## src/drt_pkg.sv

```systemverilog
// Shared types, constants and trig tables for the dead-reckoning route tracker.
// Used by drt_ctrl, drt_dp and dead_reckoning_route_tracker.
`timescale 1ns / 1ps

package drt_pkg;

	// Coordinate and field widths
	localparam int COORD_W   = 24;
	localparam int OUT_W     = 24;
	localparam int CFG_W     = 16;
	localparam int IDX_W     = 2;
	localparam int DUR_W     = 16;
	localparam int CODE_W    = 2;
	localparam int HEAD_W    = 4;
	localparam int HEADINGS  = 12;
	localparam int FRAC_BITS = 24;

	// Datapath widths: len is Q8, trig is signed Q16
	localparam int LEN_W  = DUR_W + CFG_W;
	localparam int TRIG_W = 18;
	localparam int DISP_W = LEN_W + 1 + TRIG_W;
	localparam int SUM_W  = ((COORD_W + FRAC_BITS > DISP_W) ? (COORD_W + FRAC_BITS) : DISP_W) + 1;
	localparam int RND_W  = SUM_W - FRAC_BITS;

	// Register indexes
	localparam logic [IDX_W-1:0] REG_START_X   = 2'd0;
	localparam logic [IDX_W-1:0] REG_START_Y   = 2'd1;
	localparam logic [IDX_W-1:0] REG_STEP_GAIN = 2'd2;

	// Request types and direction codes
	localparam logic REQ_TRAVEL = 1'b0;
	localparam logic REQ_TURN   = 1'b1;

	localparam logic [CODE_W-1:0] DIR_LEFT_A = 2'd0;
	localparam logic [CODE_W-1:0] DIR_RIGHT  = 2'd1;
	localparam logic [CODE_W-1:0] DIR_LEFT_B = 2'd2;

	localparam logic [CFG_W-1:0] GAIN_RESET = 16'd256;

	// Commands from the sequencer to the datapath
	typedef struct packed {
		logic load;   // capture travel operands
		logic turn;   // apply a direction event
		logic mul1;   // len = duration * gain
		logic mul2;   // displacements = len * trig
		logic sum;    // add scaled coordinate
		logic fin;    // round, clamp, update endpoint, load output
	} drt_cmd_t;

	// Cosine in signed Q16 per 30-degree step
	function automatic logic signed [TRIG_W-1:0] cos_q16(input logic [HEAD_W-1:0] h);
		logic signed [TRIG_W-1:0] v;
		case (h)
			4'd0:    v = 18'sd65536;
			4'd1:    v = 18'sd56755;
			4'd2:    v = 18'sd32768;
			4'd3:    v = 18'sd0;
			4'd4:    v = -18'sd32768;
			4'd5:    v = -18'sd56755;
			4'd6:    v = -18'sd65536;
			4'd7:    v = -18'sd56755;
			4'd8:    v = -18'sd32768;
			4'd9:    v = 18'sd0;
			4'd10:   v = 18'sd32768;
			4'd11:   v = 18'sd56755;
			default: v = 18'sd0;
		endcase
		return v;
	endfunction

	// Sine in signed Q16 per 30-degree step
	function automatic logic signed [TRIG_W-1:0] sin_q16(input logic [HEAD_W-1:0] h);
		logic signed [TRIG_W-1:0] v;
		case (h)
			4'd0:    v = 18'sd0;
			4'd1:    v = 18'sd32768;
			4'd2:    v = 18'sd56755;
			4'd3:    v = 18'sd65536;
			4'd4:    v = 18'sd56755;
			4'd5:    v = 18'sd32768;
			4'd6:    v = 18'sd0;
			4'd7:    v = -18'sd32768;
			4'd8:    v = -18'sd56755;
			4'd9:    v = -18'sd65536;
			4'd10:   v = -18'sd56755;
			4'd11:   v = -18'sd32768;
			default: v = 18'sd0;
		endcase
		return v;
	endfunction

endpackage

```

## src/drt_ctrl.sv

```systemverilog
// Sequencer for the route tracker: accepts items, steps the datapath, owns out_valid.
// Depends on drt_pkg.
`timescale 1ns / 1ps

module drt_ctrl (
	input  logic              clk,
	input  logic              arst_n,
	input  logic              in_valid,
	output logic              in_ready,
	input  logic              req_type,
	output logic              out_valid,
	input  logic              out_ready,
	output drt_pkg::drt_cmd_t cmd
);
	import drt_pkg::*;

	localparam logic [2:0] S_IDLE = 3'd0;
	localparam logic [2:0] S_MUL1 = 3'd1;
	localparam logic [2:0] S_MUL2 = 3'd2;
	localparam logic [2:0] S_SUM  = 3'd3;
	localparam logic [2:0] S_RND  = 3'd4;

	logic [2:0] state_q;
	logic [2:0] state_d;
	logic       out_valid_q;
	logic       accept;
	logic       can_fin;

	assign in_ready  = (state_q == S_IDLE);
	assign accept    = in_valid && in_ready;
	assign can_fin   = !out_valid_q || out_ready;
	assign out_valid = out_valid_q;

	// Decode commands and next state
	always_comb begin
		cmd     = '0;
		state_d = state_q;
		case (state_q)
			S_IDLE: begin
				if (accept) begin
					if (req_type == REQ_TURN) begin
						cmd.turn = 1'b1;
					end else begin
						cmd.load = 1'b1;
						state_d  = S_MUL1;
					end
				end
			end
			S_MUL1: begin
				cmd.mul1 = 1'b1;
				state_d  = S_MUL2;
			end
			S_MUL2: begin
				cmd.mul2 = 1'b1;
				state_d  = S_SUM;
			end
			S_SUM: begin
				cmd.sum = 1'b1;
				state_d = S_RND;
			end
			S_RND: begin
				// hold until the output register is free
				if (can_fin) begin
					cmd.fin = 1'b1;
					state_d = S_IDLE;
				end
			end
			default: begin
				state_d = S_IDLE;
			end
		endcase
	end

	// State and output valid flag
	always_ff @(posedge clk or negedge arst_n) begin
		if (!arst_n) begin
			state_q     <= S_IDLE;
			out_valid_q <= 1'b0;
		end else begin
			state_q <= state_d;
			if (cmd.fin) begin
				out_valid_q <= 1'b1;
			end else if (out_ready) begin
				out_valid_q <= 1'b0;
			end
		end
	end

	// A finish never overwrites a result that has not been taken
	a_fin_free: assert property (@(posedge clk) disable iff (!arst_n)
		cmd.fin |-> (!out_valid_q || out_ready))
		else $error("finish while output held");

	// Multiply steps run back to back
	a_mul_seq: assert property (@(posedge clk) disable iff (!arst_n)
		(state_q == S_MUL1) |=> (state_q == S_MUL2))
		else $error("MUL1 not followed by MUL2");

	// A travel item yields exactly one result; the input stays closed through its multiply and sum steps
	a_travel_busy: assert property (@(posedge clk) disable iff (!arst_n)
		cmd.load |=> !in_ready ##1 !in_ready ##1 !in_ready)
		else $error("input taken while travel item in flight");

endmodule

```

## src/drt_dp.sv

```systemverilog
// Datapath for the route tracker: heading, endpoint, multiply, round and clamp.
// Depends on drt_pkg; stepped by drt_ctrl commands.
`timescale 1ns / 1ps

module drt_dp (
	input  logic                                clk,
	input  logic                                arst_n,
	input  drt_pkg::drt_cmd_t                   cmd,
	input  logic                                cfg_wen,
	input  logic [drt_pkg::IDX_W-1:0]           cfg_index,
	input  logic [drt_pkg::CFG_W-1:0]           cfg_wdata,
	input  logic [drt_pkg::DUR_W-1:0]           duration,
	input  logic [drt_pkg::CODE_W-1:0]          direction_code,
	output logic signed [drt_pkg::OUT_W-1:0]    seg_x0,
	output logic signed [drt_pkg::OUT_W-1:0]    seg_y0,
	output logic signed [drt_pkg::OUT_W-1:0]    seg_x1,
	output logic signed [drt_pkg::OUT_W-1:0]    seg_y1,
	output logic [drt_pkg::HEAD_W-1:0]          heading_step,
	output logic                                saturated
);
	import drt_pkg::*;

	localparam logic signed [RND_W-1:0] R_MAX =
		RND_W'((64'sd1 <<< (COORD_W - 1)) - 64'sd1);
	localparam logic signed [RND_W-1:0] R_MIN = RND_W'(-(64'sd1 <<< (COORD_W - 1)));
	localparam logic signed [SUM_W-1:0] HALF  = SUM_W'(64'sd1 <<< (FRAC_BITS - 1));
	localparam logic signed [COORD_W:0] S_MAX =
		(COORD_W + 1)'((64'sd1 <<< (COORD_W - 1)) - 64'sd1);

	logic [CFG_W-1:0]          gain_q;
	logic signed [COORD_W-1:0] end_x_q;
	logic signed [COORD_W-1:0] end_y_q;
	logic [HEAD_W-1:0]         heading_q;
	logic [DUR_W-1:0]          dur_q;
	logic [LEN_W-1:0]          len_s1;
	logic signed [DISP_W-1:0]  dx_s2;
	logic signed [DISP_W-1:0]  dy_s2;
	logic signed [SUM_W-1:0]   sx_s3;
	logic signed [SUM_W-1:0]   sy_s3;
	logic signed [RND_W-1:0]   rx;
	logic signed [RND_W-1:0]   ry;
	logic signed [COORD_W-1:0] nx;
	logic signed [COORD_W-1:0] ny;
	logic                      sat_x;
	logic                      sat_y;
	logic signed [COORD_W-1:0] cfg_coord;

	// Clamp a start value to the coordinate range
	always_comb begin
		if ($signed({1'b0, (COORD_W)'(cfg_wdata)}) > S_MAX && COORD_W <= CFG_W) begin
			cfg_coord = COORD_W'(S_MAX);
		end else begin
			cfg_coord = COORD_W'({1'b0, cfg_wdata});
		end
	end

	// Round half away from zero, then clamp
	always_comb begin
		rx    = RND_W'((sx_s3 + HALF - SUM_W'(sx_s3[SUM_W-1])) >>> FRAC_BITS);
		ry    = RND_W'((sy_s3 + HALF - SUM_W'(sy_s3[SUM_W-1])) >>> FRAC_BITS);
		sat_x = 1'b0;
		sat_y = 1'b0;
		if (rx > R_MAX) begin
			nx    = COORD_W'(R_MAX);
			sat_x = 1'b1;
		end else if (rx < R_MIN) begin
			nx    = COORD_W'(R_MIN);
			sat_x = 1'b1;
		end else begin
			nx = COORD_W'(rx);
		end
		if (ry > R_MAX) begin
			ny    = COORD_W'(R_MAX);
			sat_y = 1'b1;
		end else if (ry < R_MIN) begin
			ny    = COORD_W'(R_MIN);
			sat_y = 1'b1;
		end else begin
			ny = COORD_W'(ry);
		end
	end

	// Architectural state: gain, endpoint, heading
	always_ff @(posedge clk or negedge arst_n) begin
		if (!arst_n) begin
			gain_q    <= GAIN_RESET;
			end_x_q   <= '0;
			end_y_q   <= '0;
			heading_q <= '0;
		end else begin
			if (cfg_wen) begin
				case (cfg_index)
					REG_START_X:   end_x_q <= cfg_coord;
					REG_START_Y:   end_y_q <= cfg_coord;
					REG_STEP_GAIN: gain_q  <= cfg_wdata;
					default: ;
				endcase
			end
			if (cmd.turn) begin
				if (direction_code inside {DIR_LEFT_A, DIR_LEFT_B}) begin
					heading_q <= (heading_q == HEAD_W'(HEADINGS - 1)) ? '0 : heading_q + 1'b1;
				end else if (direction_code == DIR_RIGHT) begin
					heading_q <= (heading_q == '0) ? HEAD_W'(HEADINGS - 1) : heading_q - 1'b1;
				end
			end
			if (cmd.fin) begin
				end_x_q <= nx;
				end_y_q <= ny;
			end
		end
	end

	// Operand capture, multiply and sum stages
	always_ff @(posedge clk) begin
		if (cmd.load) begin
			dur_q <= duration;
		end
		if (cmd.mul1) begin
			len_s1 <= LEN_W'(dur_q) * LEN_W'(gain_q);
		end
		if (cmd.mul2) begin
			dx_s2 <= DISP_W'($signed({1'b0, len_s1}) * cos_q16(heading_q));
			dy_s2 <= DISP_W'($signed({1'b0, len_s1}) * sin_q16(heading_q));
		end
		if (cmd.sum) begin
			sx_s3 <= (SUM_W'(end_x_q) <<< FRAC_BITS) + SUM_W'(dx_s2);
			sy_s3 <= (SUM_W'(end_y_q) <<< FRAC_BITS) + SUM_W'(dy_s2);
		end
	end

	// Output register: load the segment
	always_ff @(posedge clk) begin
		if (cmd.fin) begin
			seg_x0       <= OUT_W'(end_x_q);
			seg_y0       <= OUT_W'(end_y_q);
			seg_x1       <= OUT_W'(nx);
			seg_y1       <= OUT_W'(ny);
			heading_step <= heading_q;
			saturated    <= sat_x | sat_y;
		end
	end

	// Heading stays in range
	a_head_range: assert property (@(posedge clk) disable iff (!arst_n)
		heading_q < HEAD_W'(HEADINGS))
		else $error("heading out of range");

	// Heading moves only on a direction event
	a_head_hold: assert property (@(posedge clk) disable iff (!arst_n)
		!cmd.turn |=> $stable(heading_q))
		else $error("heading changed without turn");

	// Endpoint moves only on a register write or a finished travel item
	a_end_hold: assert property (@(posedge clk) disable iff (!arst_n)
		(!cfg_wen && !cmd.fin) |=> ($stable(end_x_q) && $stable(end_y_q)))
		else $error("endpoint changed without write or finish");

endmodule

```

## src/dead_reckoning_route_tracker.sv

```systemverilog
// A travel item presents its segment after two multiply steps, sum and round; round waits
// while the result register is held. A direction event gives no result.
// The sequencer takes one travel item at a time, walking it through the shared
// multiply/round datapath; the result register frees the input while it waits.
// Reset (arst_n low): start point 0, gain 256 (1.0), heading 0, no result pending.
// Top level of the route tracker; instantiates drt_ctrl and drt_dp, uses drt_pkg.
`timescale 1ns / 1ps

module dead_reckoning_route_tracker (
	input  logic                                clk,
	input  logic                                arst_n,
	input  logic                                cfg_wen,
	input  logic [drt_pkg::IDX_W-1:0]           cfg_index,
	input  logic [drt_pkg::CFG_W-1:0]           cfg_wdata,
	input  logic                                in_valid,
	output logic                                in_ready,
	input  logic                                req_type,
	input  logic [drt_pkg::DUR_W-1:0]           duration,
	input  logic [drt_pkg::CODE_W-1:0]          direction_code,
	output logic                                out_valid,
	input  logic                                out_ready,
	output logic signed [drt_pkg::OUT_W-1:0]    seg_x0,
	output logic signed [drt_pkg::OUT_W-1:0]    seg_y0,
	output logic signed [drt_pkg::OUT_W-1:0]    seg_x1,
	output logic signed [drt_pkg::OUT_W-1:0]    seg_y1,
	output logic [drt_pkg::HEAD_W-1:0]          heading_step,
	output logic                                saturated
);
	import drt_pkg::*;

	drt_cmd_t cmd;

	// Sequencer
	drt_ctrl u_ctrl (
		.clk       (clk),
		.arst_n    (arst_n),
		.in_valid  (in_valid),
		.in_ready  (in_ready),
		.req_type  (req_type),
		.out_valid (out_valid),
		.out_ready (out_ready),
		.cmd       (cmd)
	);

	// Datapath
	drt_dp u_dp (
		.clk            (clk),
		.arst_n         (arst_n),
		.cmd            (cmd),
		.cfg_wen        (cfg_wen),
		.cfg_index      (cfg_index),
		.cfg_wdata      (cfg_wdata),
		.duration       (duration),
		.direction_code (direction_code),
		.seg_x0         (seg_x0),
		.seg_y0         (seg_y0),
		.seg_x1         (seg_x1),
		.seg_y1         (seg_y1),
		.heading_step   (heading_step),
		.saturated      (saturated)
	);

endmodule

```

## config.mk

```make
export PLATFORM = sky130hd
export DESIGN_NAME = dead_reckoning_route_tracker
export DESIGN_NICKNAME = d
export VERILOG_FILES = /design/src/drt_pkg.sv /design/src/drt_ctrl.sv /design/src/drt_dp.sv /design/src/dead_reckoning_route_tracker.sv
export SDC_FILE = /design/constraint.sdc
export NUM_CORES = 2
export LEC_CHECK = 0
export ABC_AREA = 1
export BUFFER_PORTS_ARGS = -buffer_cell sky130_fd_sc_hd__buf_2
export CORE_MARGIN = 1
export CORE_UTILIZATION = 60
export CTS_BUF_LIST = sky130_fd_sc_hd__clkbuf_16
export DETAILED_ROUTE_END_ITERATION = 10
export PLACE_DENSITY_LB_ADDON = 0.2
export REMOVE_ABC_BUFFERS = 1
export SYNTH_ARGS = -nofsm -noshare
export SYNTH_HDL_FRONTEND = slang
export SYNTH_SLANG_ARGS = --single-unit
```

## constraint.sdc

```tcl
create_clock -name clk -period 13.4 [get_ports clk]
set_input_delay 0 -clock clk [delete_from_list [all_inputs] [get_ports clk]]
set_output_delay 0 -clock clk [all_outputs]
set_load 0.01 [all_outputs]
```

# Yosys cells after proc, flatten, opt, wreduce, memory -nomap -nowiden
# Memory sizes are Yosys's and may differ from the RTL's.
# Cells that the tools add are included.
# W data, S select, Z words.
[word_totals]
reg_bits = 427
mem_bits_ro = 576
input_bits = 42
out_inout_bits = 103
wordCells = 101
n_memories = 2
[memory_table]
columns = ["memory", "words", "word_bits", "rd", "rd_ports_with_merged_regs", "wr", "line", "source"]
rows = [
  ["(no name shown)", 16, 18, 1, 0, 0, "drt_pkg.sv:53", "case (h)"],
  ["(no name shown)", 16, 18, 1, 0, 0, "drt_pkg.sv:74", "case (h)"],
]
[classes]
n_addsub = 8
mul = 3
n_lt_le_gt_ge = 4
n_eq_ne = 12
muxes = 35
bitwise = 1
reduce_logical = 18
[ops]
columns = ["cell", "count"]
rows = [
  ["$mux W24", 10],
  ["$add A48 B51 Y52", 2],
  ["$add A52 B24 Y52 const B", 2],
  ["$sub A52 B1 Y52", 2],
  ["$mul A33 B18 Y51", 2],
  ["$gt A28 B24 Y1 const B", 2],
  ["$lt A28 B24 Y1 const B", 2],
  ["$mux W18", 2],
  ["$mul A16 B16 Y32", 1],
  ["$mux W4", 4],
  ["$pmux W3 S5", 1],
  ["$mux W1", 13],
  ["$reduce_bool A2 Y1", 6],
  ["$mux W3", 3],
  ["$reduce_and A2 Y1", 4],
  ["$eq A3 B2 Y1 const B", 2],
  ["$add A4 B1 Y4 const B", 1],
  ["$eq A2 B1 Y1 const B", 2],
  ["$eq A2 B2 Y1 const B", 2],
  ["$eq A4 B4 Y1 const B", 1],
  ["$logic_not A2 Y1", 2],
  ["$logic_not A4 Y1", 1],
  ["$mux W2", 2],
  ["$ne A2 B2 Y1 const B", 2],
  ["other kinds (10)", 10],
]

# Depth between registers and ports, before layout
[logic_depth]
word_depth = 6
ltp_mapped = 34
ltp_nobuf = 33

# Hierarchy
# From an unflattened synthesis, not the netlist that was laid out.
[unflattened]
cells_unflattened = 7376
area_unflattened_um2 = 63499.7
[by_module_without_submodules]
columns = ["mod", "instances", "cells_per_inst", "area_per_inst_um2", "seq_area_each_um2"]
rows = [
  ["drt_dp", 1, 7344, 63276.9, 12363.1],
  ["drt_ctrl", 1, 32, 222.7, 100.1],
]

# Worst setup path after synthesis
# Ideal clock, no wire load.
[synth_path]
path_kind = "reg2reg"
start = "register u_dp.heading_q[0]"
end = "register u_dp.dy_s2[31] (data pin)"
t_arrival_ns = 6.653
slack_ns = 6.488
path_stages_with_launch = 30
n_path_buf = 1
cell_sequence = "dfrtp_1 > inv_1 > ha_1 > nor2_1 > o21bai_1 > nor2_1 > inv_2 > buf_1 > nor2_1 > fa_1 > fa_1 > inv_1 > fa_1 > inv_1 > fa_1 > fa_1 > inv_1 > fa_1 > inv_1 > ha_1 > a21oi_1 > inv_1 > o21ai_0 > o211ai_1 > o21bai_1 > a21oi_1 > o21ai_0 > nand2_1 > nand2_1 > xor2_1"
[synth_between]
elab_chain_cells = 3
[synth_lines]
columns = ["item", "line", "source"]
rows = [
  ["start: declaration", "drt_dp.sv:33", "logic [HEAD_W-1:0] heading_q;"],
  ["start signal: assignment", "drt_dp.sv:101", "heading_q <= (heading_q == HEAD_W'(HEADINGS - 1)) ? '0 : heading_q + 1'b1;"],
  ["start signal: assignment", "drt_dp.sv:103", "heading_q <= (heading_q == '0) ? HEAD_W'(HEADINGS - 1) : heading_q - 1'b1;"],
  ["$mem_v2 Z16 W18", "n/a", ""],
  ["$mux W18", "drt_dp.sv:121", "if (cmd.mul2) begin"],
  ["$mul A33 B18 Y51", "drt_dp.sv:123", "dy_s2 <= DISP_W'($signed({1'b0, len_s1}) * sin_q16(heading_q));"],
  ["end signal: assignment", "drt_dp.sv:123", ""],
  ["end: declaration", "drt_dp.sv:37", "logic signed [DISP_W-1:0] dy_s2;"],
]
# Every way passes these cells. The select of a mux whose other input is x is not followed.
# A chain may end at the register's enable or synchronous reset.

# Worst setup path after layout
[layout_path]
start = "register u_dp.heading_q[2]"
end = "register u_dp.dx_s2[38] (data pin)"
[layout_between]
elab_chain_cells = 3
[layout_lines]
columns = ["item", "line", "source"]
rows = [
  ["$mem_v2 Z16 W18", "n/a", ""],
  ["$mux W18", "drt_dp.sv:121", ""],
  ["$mul A33 B18 Y51", "drt_dp.sv:122", "dx_s2 <= DISP_W'($signed({1'b0, len_s1}) * cos_q16(heading_q));"],
  ["end signal: assignment", "drt_dp.sv:122", ""],
  ["end: declaration", "drt_dp.sv:36", "logic signed [DISP_W-1:0] dx_s2;"],
]
# Every way passes these cells. The select of a mux whose other input is x is not followed.

==> reports/results.txt <==
TritonCTS clock tree = built
Max cap viols = 0
Critical path class = reg -> reg
Routed Antenna Nets = 0
Part of the cycle the worst path needs = 67.31%
Worst min-delay path class = in -> reg
Clock sinks = 427
Yosys reg bits = 427
Final non-filler cell area = 0.06775 mm²
Post-DP HPWL = 152300 µm
First-pass GRT wire length = 277200 µm
Slew Limit Fails = 0
Vias post-DR = 48.27k
Reg2Reg Depth = 25
WHS Path Cells = 2
Iteration-0 DRC Markers = 4331
TNS Setup = 0 ns
Multi-input combinational cell area = 0.04305 mm²
Dpl ws = 4.809 ns
Hold buffers post-CTS = 39
WHS = 0.07714 ns
M3 GR Usage = 5.115%
Num CTS Buffers = 49
# IOs = 145
Total DRC errors in the routed layout = 0
Primary FF master, synth = edfxtp_1
Pin count of the biggest net entering global routing = 80
Clk root buf = clkbuf_16
Clock skew = 0.04226 ns
Worst-margin pin slew = 1.324 ns
Post-cts repair resize count = 0
PnR worst setup slack = 4.381 ns
Status = finished clean
Worst EP arrival = 9.41 ns
Fmax achieved = 0.1109 GHz
CTS H-tree depth = 2
Gr busiest metal = met2
Async S/R FF share, synth = 16.86%
Cell Rows = 119
Final hold violations = 0
Post-DP Area = 0.06577 mm²
Register area share after synthesis = 19.57%
Routed WL = 176000 µm
R2R Setup Slk = 4.38 ns
Mapped Cells = 7387
Post-synth EDFFs = 355
Sequential cell area = 0.01246 mm²
CP Launch Type = flop
Clk Latency, worst-skew pair = 0.64 ns
Die Width = 327.8 µm
Unrepaired setup endpoints after global routing = false
Yosys warns = 0
Mean Syn Cell Area = 8.620 µm²
Met1 Resource Use GR = 48.46%
Met2 GRT Util = 52.49%
Routed vias/inst = 5.390
Port Buffers = 144
Mapped Area = 0.06367 mm²
Layout cells sized above 1 = 4.720%
Core box area = 0.1053 mm²
Reg clk slew, reported paths = 0.06 ns
Post-CTS setup buffer count = 0
CP Data Required Time = 13.79 ns
Distinct cell type count after synthesis = 59
Drt pass-1 iters = 7
Worst slew margin = 11.67%
Final setup viols = 0
Fillers = 9135
Initial antenna violation count = 3
Synth-to-Final Area Change = 6.402%
Die Y-Extent = 327.8 µm
Longest Clk Path Bufs = 3
Most frequent cells in the layout = inv_1, nand2_1, fa_1
Die ar. = 0.1074 mm²
DR WL/cell = 19.66 µm
GRT Util Overall = 33.90%
Vias in the first global route = 49.19k
Fin nets = 9181
Remaining Overflow, GRT = 0
Final Wtd Congestion = 0.9935
Crit. End Element = flop
Most common cell after layout, fill and taps aside = inv_1
Starting Density = 60.49%
CP Max Fanout = 32
Final min period = 9.019 ns
## synth_stat cells (16+ instances only)
| library cell | n | area share [%] |
|---|---|---|
| a31oi_1 | 27 | 0.27 |
| nor2_1 | 605 | 3.6 |
| dfrtp_1 | 71 | 2.8 |
| nand2_2 | 51 | 0.50 |
| edfxtp_1 | 355 | 17 |
| ha_1 | 581 | 11 |
| nor3_1 | 40 | 0.31 |
| clkbuf_1 | 101 | 0.60 |
| nand3_1 | 126 | 0.99 |
| mux2_2 | 16 | 0.28 |
| xor2_1 | 124 | 1.7 |
| o21ai_0 | 179 | 1.4 |
| fa_1 | 1036 | 33 |
| nand2_1 | 1369 | 8.1 |
| a21oi_1 | 349 | 2.7 |
| nor4_1 | 18 | 0.18 |
| a21o_1 | 18 | 0.21 |
| xnor2_1 | 85 | 1.2 |
| inv_1 | 2015 | 12 |
| o21bai_1 | 35 | 0.41 |
| nand4_1 | 28 | 0.28 |
## registers in the layout, indices dropped and copies added (netlist names), 4 cells and up
signal and cells:
u_dp.sx_s3 52, u_dp.sy_s3 52, u_dp.dx_s2 51, u_dp.dy_s2 51
u_dp.len_s1 32, u_dp.end_x_q 24, u_dp.end_y_q 24, u_dp.seg_x0 24
u_dp.seg_x1 24, u_dp.seg_y0 24, u_dp.seg_y1 24, u_dp.dur_q 16
u_dp.gain_q 16, u_dp.heading_q 4, u_dp.heading_step 4
## per-stage QoR
| step | util, % | cells |
|---|---|---|
| global placement | 62.48 | 8823 |
| detailed placement | 62.48 | 8823 |
| CTS | 64.36 | 8954 |
| floorplan | - | 7267 |
| global route | 64.36 | 8954 |
| finish | 64.36 | 8955 |
## cells by family after synthesis
family                   count (synthesis)  share of synthesized area (%)
AND/OR/NAND/NOR                       2285                          14.51
flip-flops                             427                          19.57
multiplexers                            16                         0.2830
XOR/XNOR                               209                          2.875
AO/OA/AOI/OAI                          681                          5.887
buffers and inverters                 2152                          12.88
adder cells (fa/ha/maj)               1617                          43.99
## final timing paths
check	start	endpoint
max in group asynchronous	arst_n	u_dp.end_y_q[23]
worst min-delay path	duration[11]	u_dp.dur_q[11]
min in group asynchronous	arst_n	u_dp.end_x_q[15]
worst max register to register	u_dp.heading_q[2]	u_dp.dx_s2[38]
worst min register to register	u_dp.dy_s2[3]	u_dp.sy_s3[3]
worst max-delay path	u_dp.heading_q[2]	u_dp.dx_s2[38]
## layout make-up
type                    instances  area share [%]
inverters                    2032           11.27
repair buffers                204           1.876
clock buffers                  51           1.884
well taps                    1391           2.569
multi-input cells            4808           63.54
clock inverters                41          0.4617
flip-flops and latches        427           18.40
diodes                          1        0.003694
## routing by layer
layer,vias to the layer above,share of wire (%)
met2,1884,44
met3,357,7.7
met4,4,4.5
li1,22480,-
met5,-,0.019
met1,23540,43
## critical path, stage by stage (launching register included)
cell and delay (ns):
dfrtp_1 0.68, inv_1 0.24, nor3_1 0.79, inv_1 0.85, nor2_1 0.42, inv_1 0.15
fa_1 0.53, fa_1 0.52, inv_1 0.06, fa_1 0.50, inv_1 0.06, fa_1 0.50
inv_1 0.05, fa_1 0.52, inv_1 0.05, fa_1 0.47, inv_1 0.04, ha_1 0.36
nand2_1 0.17, nor2_1 0.31, nand2_1 0.09, o21ai_1 0.40, a21oi_1 0.21, o21ai_1 0.33
a21oi_1 0.13, xnor2_1 0.36
Power is not shown: default switching activity piles up to over one toggle a cycle in this logic, so the estimate is an artifact.
